### src/rtl/sblc_pkg.sv
// ----------------------------------------------------------------------------
// sblc_pkg
// Shared types and constants for the byte-budget LRU cache.
// ----------------------------------------------------------------------------
package sblc_pkg;

  localparam int ENTRIES = 16;
  localparam int IDX_W   = $clog2(ENTRIES);

  localparam int KEY_W    = 32;
  localparam int HANDLE_W = 16;
  localparam int SIZE_W   = 21;
  localparam int STAMP_W  = 48;
  localparam int STATUS_W = 3;
  localparam int DATA_W   = 72;  // 69 payload bits, zero padded to whole bytes

  localparam logic [SIZE_W-1:0] BUDGET_RESET = SIZE_W'(32768);

  // result status codes
  typedef enum logic [STATUS_W-1:0] {
    ST_HIT      = 3'd0,
    ST_MISS     = 3'd1,
    ST_INSERTED = 3'd2,
    ST_EVICTED  = 3'd3,
    ST_REJECT   = 3'd4
  } status_t;

  // request kinds
  typedef enum logic {
    REQ_LOOKUP = 1'b0,
    REQ_INSERT = 1'b1
  } req_t;

  // scan modes of the shared compare unit
  typedef enum logic {
    SCAN_KEY = 1'b0,
    SCAN_AGE = 1'b1
  } scan_mode_t;

  // one table slot as stored in the slot RAM
  typedef struct packed {
    logic [STAMP_W-1:0]  stamp;
    logic [SIZE_W-1:0]   size;
    logic [HANDLE_W-1:0] handle;
    logic [KEY_W-1:0]    key;
  } slot_t;

  localparam int SLOT_W = $bits(slot_t);

  typedef struct packed {
    logic       start;
    scan_mode_t mode;
  } scan_ctrl_t;

  typedef struct packed {
    logic             done;
    logic             found;
    logic [IDX_W-1:0] idx;
    slot_t            slot;
  } scan_res_t;

endpackage

### src/rtl/sblc_ram.sv
// ----------------------------------------------------------------------------
// sblc_ram
// Generic single-write, single-read RAM with registered read data.
// ----------------------------------------------------------------------------
module sblc_ram #(
  parameter int WIDTH = 8,
  parameter int DEPTH = 16
) (
  input  logic                     clk,
  input  logic                     we,
  input  logic [$clog2(DEPTH)-1:0] waddr,
  input  logic [WIDTH-1:0]         wdata,
  input  logic [$clog2(DEPTH)-1:0] raddr,
  output logic [WIDTH-1:0]         rdata
);

  logic [WIDTH-1:0] mem [DEPTH];

  always_ff @(posedge clk) begin
    if (we) begin
      mem[waddr] <= wdata;
    end
    rdata <= mem[raddr];
  end

endmodule

### src/rtl/sblc_scan.sv
// ----------------------------------------------------------------------------
// sblc_scan
// Slot scanner: walks the slot RAM one entry a cycle through one shared
// compare unit, finding either the first valid key match or the valid slot
// with the oldest stamp (lowest index wins a tie).
// ----------------------------------------------------------------------------
module sblc_scan (
  input  logic                                clk,
  input  logic                                rst,
  input  sblc_pkg::scan_ctrl_t                ctrl,
  input  logic [sblc_pkg::KEY_W-1:0]          key,
  input  logic [sblc_pkg::ENTRIES-1:0]        slot_valid,
  output logic [sblc_pkg::IDX_W-1:0]          rd_addr,
  input  sblc_pkg::slot_t                     rd_data,
  output sblc_pkg::scan_res_t                 res
);

  logic                          busy;
  logic [sblc_pkg::IDX_W-1:0]    cnt;
  logic                          chk_valid;
  logic [sblc_pkg::IDX_W-1:0]    chk_idx;
  sblc_pkg::scan_mode_t          mode;
  logic [sblc_pkg::KEY_W-1:0]    key_q;
  logic                          done;
  logic                          found;
  logic [sblc_pkg::IDX_W-1:0]    best_idx;
  sblc_pkg::slot_t               best;
  logic                          take;

  assign rd_addr = cnt;

  // shared compare: key equality or stamp ordering
  always_comb begin
    take = 1'b0;
    if (chk_valid && slot_valid[chk_idx]) begin
      unique case (mode)
        sblc_pkg::SCAN_KEY: take = !found && (rd_data.key == key_q);
        sblc_pkg::SCAN_AGE: take = !found || (rd_data.stamp < best.stamp);
        default:            take = 1'b0;
      endcase
    end
  end

  always_ff @(posedge clk) begin
    if (rst) begin
      busy      <= 1'b0;
      cnt       <= '0;
      chk_valid <= 1'b0;
      done      <= 1'b0;
      found     <= 1'b0;
    end else begin
      done <= 1'b0;
      if (ctrl.start) begin
        busy      <= 1'b1;
        cnt       <= '0;
        found     <= 1'b0;
        chk_valid <= 1'b0;
      end else begin
        chk_valid <= busy;
        if (busy) begin
          chk_idx <= cnt;
          cnt     <= cnt + 1'b1;
          if (cnt == sblc_pkg::IDX_W'(sblc_pkg::ENTRIES - 1)) begin
            busy <= 1'b0;
          end
        end
        if (take) begin
          found <= 1'b1;
        end
        if (chk_valid && chk_idx == sblc_pkg::IDX_W'(sblc_pkg::ENTRIES - 1)) begin
          done <= 1'b1;
        end
      end
    end
  end

  always_ff @(posedge clk) begin
    if (ctrl.start) begin
      mode  <= ctrl.mode;
      key_q <= key;
    end
    if (take) begin
      best_idx <= chk_idx;
      best     <= rd_data;
    end
  end

  assign res.done  = done;
  assign res.found = found;
  assign res.idx   = best_idx;
  assign res.slot  = best;

endmodule

### src/rtl/size_budget_lru_cache_top.sv
// ----------------------------------------------------------------------------
// size_budget_lru_cache_top
// LRU cache of variable-size entries held under a byte budget.
// ----------------------------------------------------------------------------
// s_* takes one request word: tuser = kind (lookup/insert), tdata = key,
//   handle, size. m_* returns result words: tuser = status, tdata = key,
//   handle, bytes in use, tlast on the last word of a request. A lookup gives
//   one word; an insert one word per evicted entry, then the final word.
// Write cache_budget via cfg_wen/cfg_wdata only while idle; the block does not enforce this.
// Search: each table search walks the 16 slots through one compare unit,
//   one RAM read a cycle. An insert runs a key search, then per eviction a
//   check step, an age search and an emit, then a store and the final word.
//   A rejected insert goes straight to the final word.
//   s_tready is high only when no request is in progress.
// Reset (rst, synchronous): empties the table, zeroes use clock and byte
//   count, budget back to 32768; slot RAM contents are kept, only valid
//   slots are ever used.
// Stall: while the result register waits on m_tready the sequencer holds;
//   a new request may be taken while the final word still waits.
// ----------------------------------------------------------------------------
module size_budget_lru_cache_top (
  input  logic                                 clk,
  input  logic                                 rst,
  // configuration
  input  logic                                 cfg_wen,
  input  logic [sblc_pkg::SIZE_W-1:0]          cfg_wdata,   // cache_budget
  // request stream
  input  logic                                 s_tvalid,
  output logic                                 s_tready,
  input  logic [sblc_pkg::DATA_W-1:0]          s_tdata,     // key, entry_handle, entry_size
  input  logic                                 s_tuser,     // req_type
  // result stream
  output logic                                 m_tvalid,
  input  logic                                 m_tready,
  output logic [sblc_pkg::DATA_W-1:0]          m_tdata,     // out_key, out_handle, bytes_in_use
  output logic [sblc_pkg::STATUS_W-1:0]        m_tuser,     // status
  output logic                                 m_tlast      // last
);

  localparam int KW = sblc_pkg::KEY_W;
  localparam int HW = sblc_pkg::HANDLE_W;
  localparam int SW = sblc_pkg::SIZE_W;
  localparam int IW = sblc_pkg::IDX_W;
  localparam int N  = sblc_pkg::ENTRIES;

  typedef enum logic [6:0] {
    S_IDLE  = 7'b0000001,
    S_KEY   = 7'b0000010,
    S_CHECK = 7'b0000100,
    S_AGE   = 7'b0001000,
    S_EMIT  = 7'b0010000,
    S_STORE = 7'b0100000,
    S_FINAL = 7'b1000000
  } state_t;

  state_t state, state_next;

  // request fields from the input word
  logic [KW-1:0] in_key;
  logic [HW-1:0] in_handle;
  logic [SW-1:0] in_size;

  assign in_key    = s_tdata[KW-1:0];
  assign in_handle = s_tdata[KW+HW-1:KW];
  assign in_size   = s_tdata[KW+HW+SW-1:KW+HW];

  // architectural state
  logic [SW-1:0]                 budget;
  logic [SW-1:0]                 used_bytes;
  logic [sblc_pkg::STAMP_W-1:0]  use_clock;
  logic [N-1:0]                  slot_valid;

  // latched request
  sblc_pkg::req_t req;
  logic [KW-1:0]  req_key;
  logic [HW-1:0]  req_handle;
  logic [SW-1:0]  req_size;

  // pending result
  sblc_pkg::status_t pend_status;
  logic [KW-1:0]     pend_key;
  logic [HW-1:0]     pend_handle;

  // output register
  sblc_pkg::status_t out_status;
  logic [KW-1:0]     out_key;
  logic [HW-1:0]     out_handle;
  logic [SW-1:0]     out_bytes;

  // scanner and slot RAM
  sblc_pkg::scan_ctrl_t  scan_ctrl;
  sblc_pkg::scan_res_t   scan_res;
  logic [IW-1:0]         rd_addr;
  sblc_pkg::slot_t       rd_data;
  logic                  ram_we;
  logic [IW-1:0]         ram_waddr;
  sblc_pkg::slot_t       ram_wdata;

  logic          accept;
  logic          reject;
  logic          out_free;
  logic          all_valid;
  logic          any_valid;
  logic [IW-1:0] free_idx;
  logic          over_budget;
  logic          need_evict;
  logic [SW-1:0] used_minus_best;

  assign accept   = s_tvalid && s_tready;
  assign s_tready = (state == S_IDLE);
  assign reject   = (sblc_pkg::req_t'(s_tuser) == sblc_pkg::REQ_INSERT) && (in_size > budget);
  assign out_free = !m_tvalid || m_tready;

  assign all_valid = &slot_valid;
  assign any_valid = |slot_valid;

  // lowest free slot
  always_comb begin
    free_idx = '0;
    for (int i = N - 1; i >= 0; i--) begin
      if (!slot_valid[i]) begin
        free_idx = IW'(i);
      end
    end
  end

  assign over_budget = ({1'b0, used_bytes} + {1'b0, req_size}) > {1'b0, budget};
  assign need_evict  = over_budget || all_valid;

  // saturating release of the slot the scanner picked
  assign used_minus_best = (used_bytes >= scan_res.slot.size) ?
                           used_bytes - scan_res.slot.size : '0;

  // scanner start
  always_comb begin
    scan_ctrl.start = 1'b0;
    scan_ctrl.mode  = sblc_pkg::SCAN_KEY;
    if (state == S_IDLE && accept && !reject) begin
      scan_ctrl.start = 1'b1;
    end else if (state == S_CHECK && need_evict && any_valid) begin
      scan_ctrl.start = 1'b1;
      scan_ctrl.mode  = sblc_pkg::SCAN_AGE;
    end
  end

  // slot RAM writes: stamp refresh on hit, new entry on store
  always_comb begin
    ram_we    = 1'b0;
    ram_waddr = scan_res.idx;
    ram_wdata = scan_res.slot;
    ram_wdata.stamp = use_clock;
    if (state == S_KEY && scan_res.done && req == sblc_pkg::REQ_LOOKUP && scan_res.found) begin
      ram_we = 1'b1;
    end else if (state == S_STORE && !all_valid) begin
      ram_we           = 1'b1;
      ram_waddr        = free_idx;
      ram_wdata.key    = req_key;
      ram_wdata.handle = req_handle;
      ram_wdata.size   = req_size;
    end
  end

  // sequencer
  always_comb begin
    state_next = state;
    unique case (state)
      S_IDLE: begin
        if (accept) begin
          state_next = reject ? S_FINAL : S_KEY;
        end
      end
      S_KEY: begin
        if (scan_res.done) begin
          state_next = (req == sblc_pkg::REQ_LOOKUP) ? S_FINAL : S_CHECK;
        end
      end
      S_CHECK: begin
        state_next = (need_evict && any_valid) ? S_AGE : S_STORE;
      end
      S_AGE: begin
        if (scan_res.done) begin
          state_next = S_EMIT;
        end
      end
      S_EMIT: begin
        if (out_free) begin
          state_next = S_CHECK;
        end
      end
      S_STORE: state_next = S_FINAL;
      S_FINAL: begin
        if (out_free) begin
          state_next = S_IDLE;
        end
      end
      default: state_next = S_IDLE;
    endcase
  end

  // control state
  always_ff @(posedge clk) begin
    if (rst) begin
      state      <= S_IDLE;
      budget     <= sblc_pkg::BUDGET_RESET;
      used_bytes <= '0;
      use_clock  <= '0;
      slot_valid <= '0;
      m_tvalid   <= 1'b0;
    end else begin
      state <= state_next;
      if (cfg_wen) begin
        budget <= cfg_wdata;
      end
      if (m_tready) begin
        m_tvalid <= 1'b0;
      end
      unique case (state)
        S_KEY: begin
          if (scan_res.done && scan_res.found) begin
            if (req == sblc_pkg::REQ_LOOKUP) begin
              use_clock <= use_clock + 1'b1;
            end else begin
              // same key on insert: drop old entry silently
              slot_valid[scan_res.idx] <= 1'b0;
              used_bytes               <= used_minus_best;
            end
          end
        end
        S_AGE: begin
          if (scan_res.done) begin
            slot_valid[scan_res.idx] <= 1'b0;
            used_bytes               <= used_minus_best;
          end
        end
        S_STORE: begin
          if (!all_valid) begin
            slot_valid[free_idx] <= 1'b1;
            use_clock            <= use_clock + 1'b1;
            used_bytes           <= used_bytes + req_size;
          end
        end
        S_EMIT, S_FINAL: begin
          if (out_free) begin
            m_tvalid <= 1'b1;
          end
        end
        default: ;
      endcase
    end
  end

  // payload
  always_ff @(posedge clk) begin
    if (accept) begin
      req        <= sblc_pkg::req_t'(s_tuser);
      req_key    <= in_key;
      req_handle <= in_handle;
      req_size   <= in_size;
      pend_key    <= in_key;
      pend_status <= sblc_pkg::ST_REJECT;
      pend_handle <= '0;
    end
    unique case (state)
      S_KEY: begin
        if (scan_res.done && req == sblc_pkg::REQ_LOOKUP) begin
          pend_status <= scan_res.found ? sblc_pkg::ST_HIT : sblc_pkg::ST_MISS;
          pend_handle <= scan_res.found ? scan_res.slot.handle : '0;
        end
      end
      S_AGE: begin
        if (scan_res.done) begin
          pend_status <= sblc_pkg::ST_EVICTED;
          pend_key    <= scan_res.slot.key;
          pend_handle <= scan_res.slot.handle;
        end
      end
      S_STORE: begin
        pend_status <= sblc_pkg::ST_INSERTED;
        pend_key    <= req_key;
        pend_handle <= req_handle;
      end
      S_EMIT, S_FINAL: begin
        if (out_free) begin
          out_status <= pend_status;
          out_key    <= pend_key;
          out_handle <= pend_handle;
          out_bytes  <= used_bytes;
          m_tlast    <= (state == S_FINAL);
        end
      end
      default: ;
    endcase
  end

  assign m_tuser = out_status;
  assign m_tdata = {{(sblc_pkg::DATA_W - KW - HW - SW){1'b0}}, out_bytes, out_handle, out_key};

  sblc_scan u_scan (
    .clk        (clk),
    .rst        (rst),
    .ctrl       (scan_ctrl),
    .key        (in_key),
    .slot_valid (slot_valid),
    .rd_addr    (rd_addr),
    .rd_data    (rd_data),
    .res        (scan_res)
  );

  sblc_ram #(
    .WIDTH (sblc_pkg::SLOT_W),
    .DEPTH (N)
  ) u_slot_ram (
    .clk   (clk),
    .we    (ram_we),
    .waddr (ram_waddr),
    .wdata (ram_wdata),
    .raddr (rd_addr),
    .rdata (rd_data)
  );

endmodule

### config.mk
export PLATFORM = sky130hd
export DESIGN_NAME = size_budget_lru_cache_top
export DESIGN_NICKNAME = d
export VERILOG_FILES = /design/src/rtl/sblc_pkg.sv /design/src/rtl/sblc_ram.sv /design/src/rtl/sblc_scan.sv /design/src/rtl/size_budget_lru_cache_top.sv
export SDC_FILE = /design/constraint.sdc
export NUM_CORES = 2
export LEC_CHECK = 0
export CAP_MARGIN = 10
export CORE_ASPECT_RATIO = 1.75
export CORE_MARGIN = 3
export CORE_UTILIZATION = 40
export DETAILED_ROUTE_END_ITERATION = 12
export DONT_BUFFER_PORTS = 1
export HOLD_SLACK_MARGIN = 0.12
export SETUP_SLACK_MARGIN = 0.4
export SLEW_MARGIN = 20
export SYNTH_ARGS = -nofsm -noshare
export SYNTH_HDL_FRONTEND = slang
export SYNTH_SLANG_ARGS = --single-unit
### constraint.sdc
create_clock -name clk -period 13.32 [get_ports clk]
set_clock_uncertainty 0.2 [all_clocks]
set_input_delay 1.998 -clock clk [delete_from_list [all_inputs] [get_ports clk]]
set_output_delay 1.998 -clock clk [all_outputs]
set_load 0.05 [all_outputs]
==> impl_results.md <==
- Result of the run: finished clean
- Vias per Instance: 5.62
- Final setup TNS: 0 ps
- #FFs+latches synth: 2463
- Clk sink count: 2463
- Root buffer cell: clkbuf_16
- Post-detail-place hpwl: 122 mm
- Top-level I/O count: 177
- Final critical-path required period: 6190 ps
- Number of I/O port buffers: 0
- Count of hold-fix buffers inserted at cts: 0
- Via count of the first global-routing pass: 47908
- Routability congestion estimate: 0.876
- Final setup slack of the worst path: 7130 ps
- Seq. cell area: 71100 µm²
- Vert. Die Dim: 650 µm
- DR vias: 45863
- Number of enable-type register cells in the synthesized netlist: 2173
- Yosys warning total: 0
- Area of combinational cells with multiple inputs: 22700 µm²
- Initial core utilization: 0.404
- Reported max-cap violation count: 0
- Remaining Overflow, GRT: 0
- Share of async-settable or async-resettable flops after synthesis: 0
- Unrepaired setup endpoints after global routing: false
- Crit-path slowest cell: a211oi_1
- Slowest stage delay, CP: 690 ps
- Leading register cell type out of synthesis: edfxtp_1
- Maximum clock frequency: 161 MHz
- Clock Latency Late Sink: 840 ps
- Pins over their slew limit: 0
- Sequential cell area fraction in the yosys report: 0.749
- Number of gates resized after CTS: 0
- Worst hold slack across all endpoints: 196 ps
- Number of distinct standard cells referenced by the synthesized netlist: 79
- Proportion of layout cells with a drive suffix above 1: 0.207
- H-tree Lvls: 4
- Leakage: 33.4 nW
- Number of standard-cell rows in the floorplan: 235
- Synth Instances: 4808
- Data required time of the worst path: 13570 ps
- Gr usage total: 0.184
- Final hold violations: 0
- Worst slew margin relative to its limit: 0.187
- Data arrival time at the worst-slack endpoint: 6450 ps
- Count of TritonRoute iterations in the first routing pass: 5
- Max Fanout on Critical Path: 29
- TritonCTS clock tree: built
- Detailed-route wire length: 226 mm
- # fillers: 19669
- Dominant cell type by count on the critical path: o21ai_0
- Remaining number of nets flagged by the antenna check after routing: 0
- Longest Clk Path Bufs: 4
- DRC violation count after routing: 0
- Initial antenna violation count: 7
- Worst VDD drop: 109 µV
- Cell area after technology mapping: 94800 µm²
- Type of the worst min-delay path: reg2reg
- CP Launch Type: register
- Inserted Clock Buffers: 209
- Crit. End Element: register
- Number of buffers inserted by post-CTS setup repair: 0
- Horizontal die dimension: 374 µm
- Tcrit/Tclk final: 0.465
- Clock transition at the register clock pins on the worst setup and hold paths after CTS: 70 ps
- Power per unit of standard cell area: 144 nW/µm²
- Critical path, cell by cell: ha_1, fa_1, a211oi_1, o21ai_0, a21oi_1, a21oi_1, or2_2, a31o_2, xor2_1, ha_1, o211ai_1, o21ai_0, o22a_1, o21ai_0, a211oi_1, or2_2, buf_4
- Category of the most critical setup path: reg2reg
- Violation count after the first detailed-route iteration: 4081
- Avg WL per Cell: 27.7 µm
- Global-route wire length before repair: 330 mm
- Die ar.: 243000 µm²
- Final nets: 5143
- Total setup violations reported at the end of the flow: 0
- Worst-case setup slack after placement: 7110 ps
- Mean post-synth cell area: 19.7 µm²
- Synth-to-layout area growth: 11.5%
- Largest net degree at the start of global routing: 151
- Core Box Area: 235000 µm²
- Worst-margin pin slew: 1210 ps
cells in the final DEF, fill, tap and decap left out, drive strengths merged, types with 5 or more instances in the layout:
master,instances
clkinv,78
nor3,39
nor2b,15
o211ai,18
or4,5
nand4,41
nand2b,19
bufinv,21
and3,27
mux2i,56
o21a,10
xor2,64
a32o,13
or3,12
ha,133
dfxtp,290
clkinvlp,8
clkbuf,269
o21bai,7
buf,98
nand2,282
nand3,41
mux4,589
inv,114
a31oi,18
and2,7
xnor2,42
a211oi,28
nor4,20
a211o,5
a21oi,91
o21ai,130
a22oi,57
or2,6
nor2,160
edfxtp,2173
and4,11
a21o,21
final cells by class:
| class | instances | area share |
|---|---|---|
| inverter | 112 | 0.00402 |
| clock inverter | 109 | 0.0104 |
| clock buffer | 269 | 0.0543 |
| timing repair buffer | 98 | 0.00814 |
| antenna | 2 | 0.0000473 |
| multi-input combinational | 2025 | 0.215 |
| tap | 3081 | 0.0364 |
| sequential | 2463 | 0.672 |
registers in the layout, summed over array words and instances (netlist names), 4 cells and up:
register and count:
budget 21, out_bytes 21, out_handle 16, out_key 32, pend_handle 16, pend_key 32, req_handle 16, req_key 32
req_size 21, slot_valid 16, state 7, u_scan.best_idx 4, u_scan.chk_idx 4, u_scan.key_q 32, u_scan.rd_addr 4, u_scan.res 117
u_slot_ram.mem 1872, u_slot_ram.rdata 117, use_clock 48, used_bytes 21
logic make-up after synthesis:
logic type	Yosys count	synth area share
DFF	2463	0.749
buffers and inverters	322	0.0129
and+or+nand+nor	699	0.0345
muxes	645	0.146
other	1	0.0000395
xor gates and xnor gates	106	0.00979
adders and majority gates	135	0.0180
AOI/OAI and AO/OA	437	0.0295
layer usage:
layer | wire, µm | GRT usage | part of all wire | vias to the layer above
met2 | 119000 | 0.330 | 0.52 | 1307
met4 | 8790 | 0.0679 | 0.039 | 4
met5 | 23 | 0 | 0.00010 | -
met1 | 88000 | 0.228 | 0.39 | 24445
met3 | 10600 | 0.0219 | 0.047 | 425
li1 | - | - | - | 19682
cell usage after synthesis (28+ instances only):
master / n / area share
xnor2_1: 42 / 0.0039
nand3_1: 41 / 0.0022
buf_1: 47 / 0.0019
edfxtp_1: 2173 / 0.69
a211oi_1: 28 / 0.0022
nand2_1: 281 / 0.011
dfxtp_1: 290 / 0.061
ha_1: 133 / 0.018
xor2_1: 64 / 0.0059
mux4_2: 589 / 0.14
inv_1: 110 / 0.0044
nand4_1: 41 / 0.0027
a22oi_1: 57 / 0.0045
nor2_1: 158 / 0.0063
o21ai_0: 129 / 0.0068
a21oi_1: 91 / 0.0048
nor3_1: 38 / 0.0020
clkbuf_1: 157 / 0.0062
mux2i_1: 56 / 0.0059
worst max-delay path: cells and delay by family (launching register included):
kind | cells | cell delay (ps)
adders and majority gates | 3 | 1010
DFF | 1 | 400
and+or+nand+nor | 2 | 690
AOI/OAI and AO/OA | 10 | 2840
buffers and inverters | 1 | 480
xor gates and xnor gates | 1 | 170
metrics by stage:
step / cells / total power, W / util / instance area (µm²)
after CTS: 8157 / 0.0154 / 0.450 / 106000
final: 8159 / 0.0153 / 0.450 / 106000
after detailed placement: 7779 / 0.00930 / 0.421 / 98900
after global routing: 8158 / 0.0158 / 0.450 / 106000
after global placement: 7779 / 0.00929 / 0.421 / 98900
after floorplan: 4810 / 0.00913 / - / 94800
report_power, final:
group	switching, W	internal [W]
logic	0.000316	0.000324
clock network	0.00272	0.00345
registers	0.0000742	0.00840
final timing paths:
kind              depth (start not counted)               end  slack, ps            startpoint
setup / recovery                         17  u_scan.key_q[21]       7130           req_size[0]
hold reg to reg                           0    u_scan.res[53]        200  u_slot_ram.rdata[53]
hold / removal                            0    u_scan.res[53]        200  u_slot_ram.rdata[53]
setup reg to reg                         17  u_scan.key_q[21]       7130           req_size[0]
Note: power is estimated with default switching activity, not from simulation.
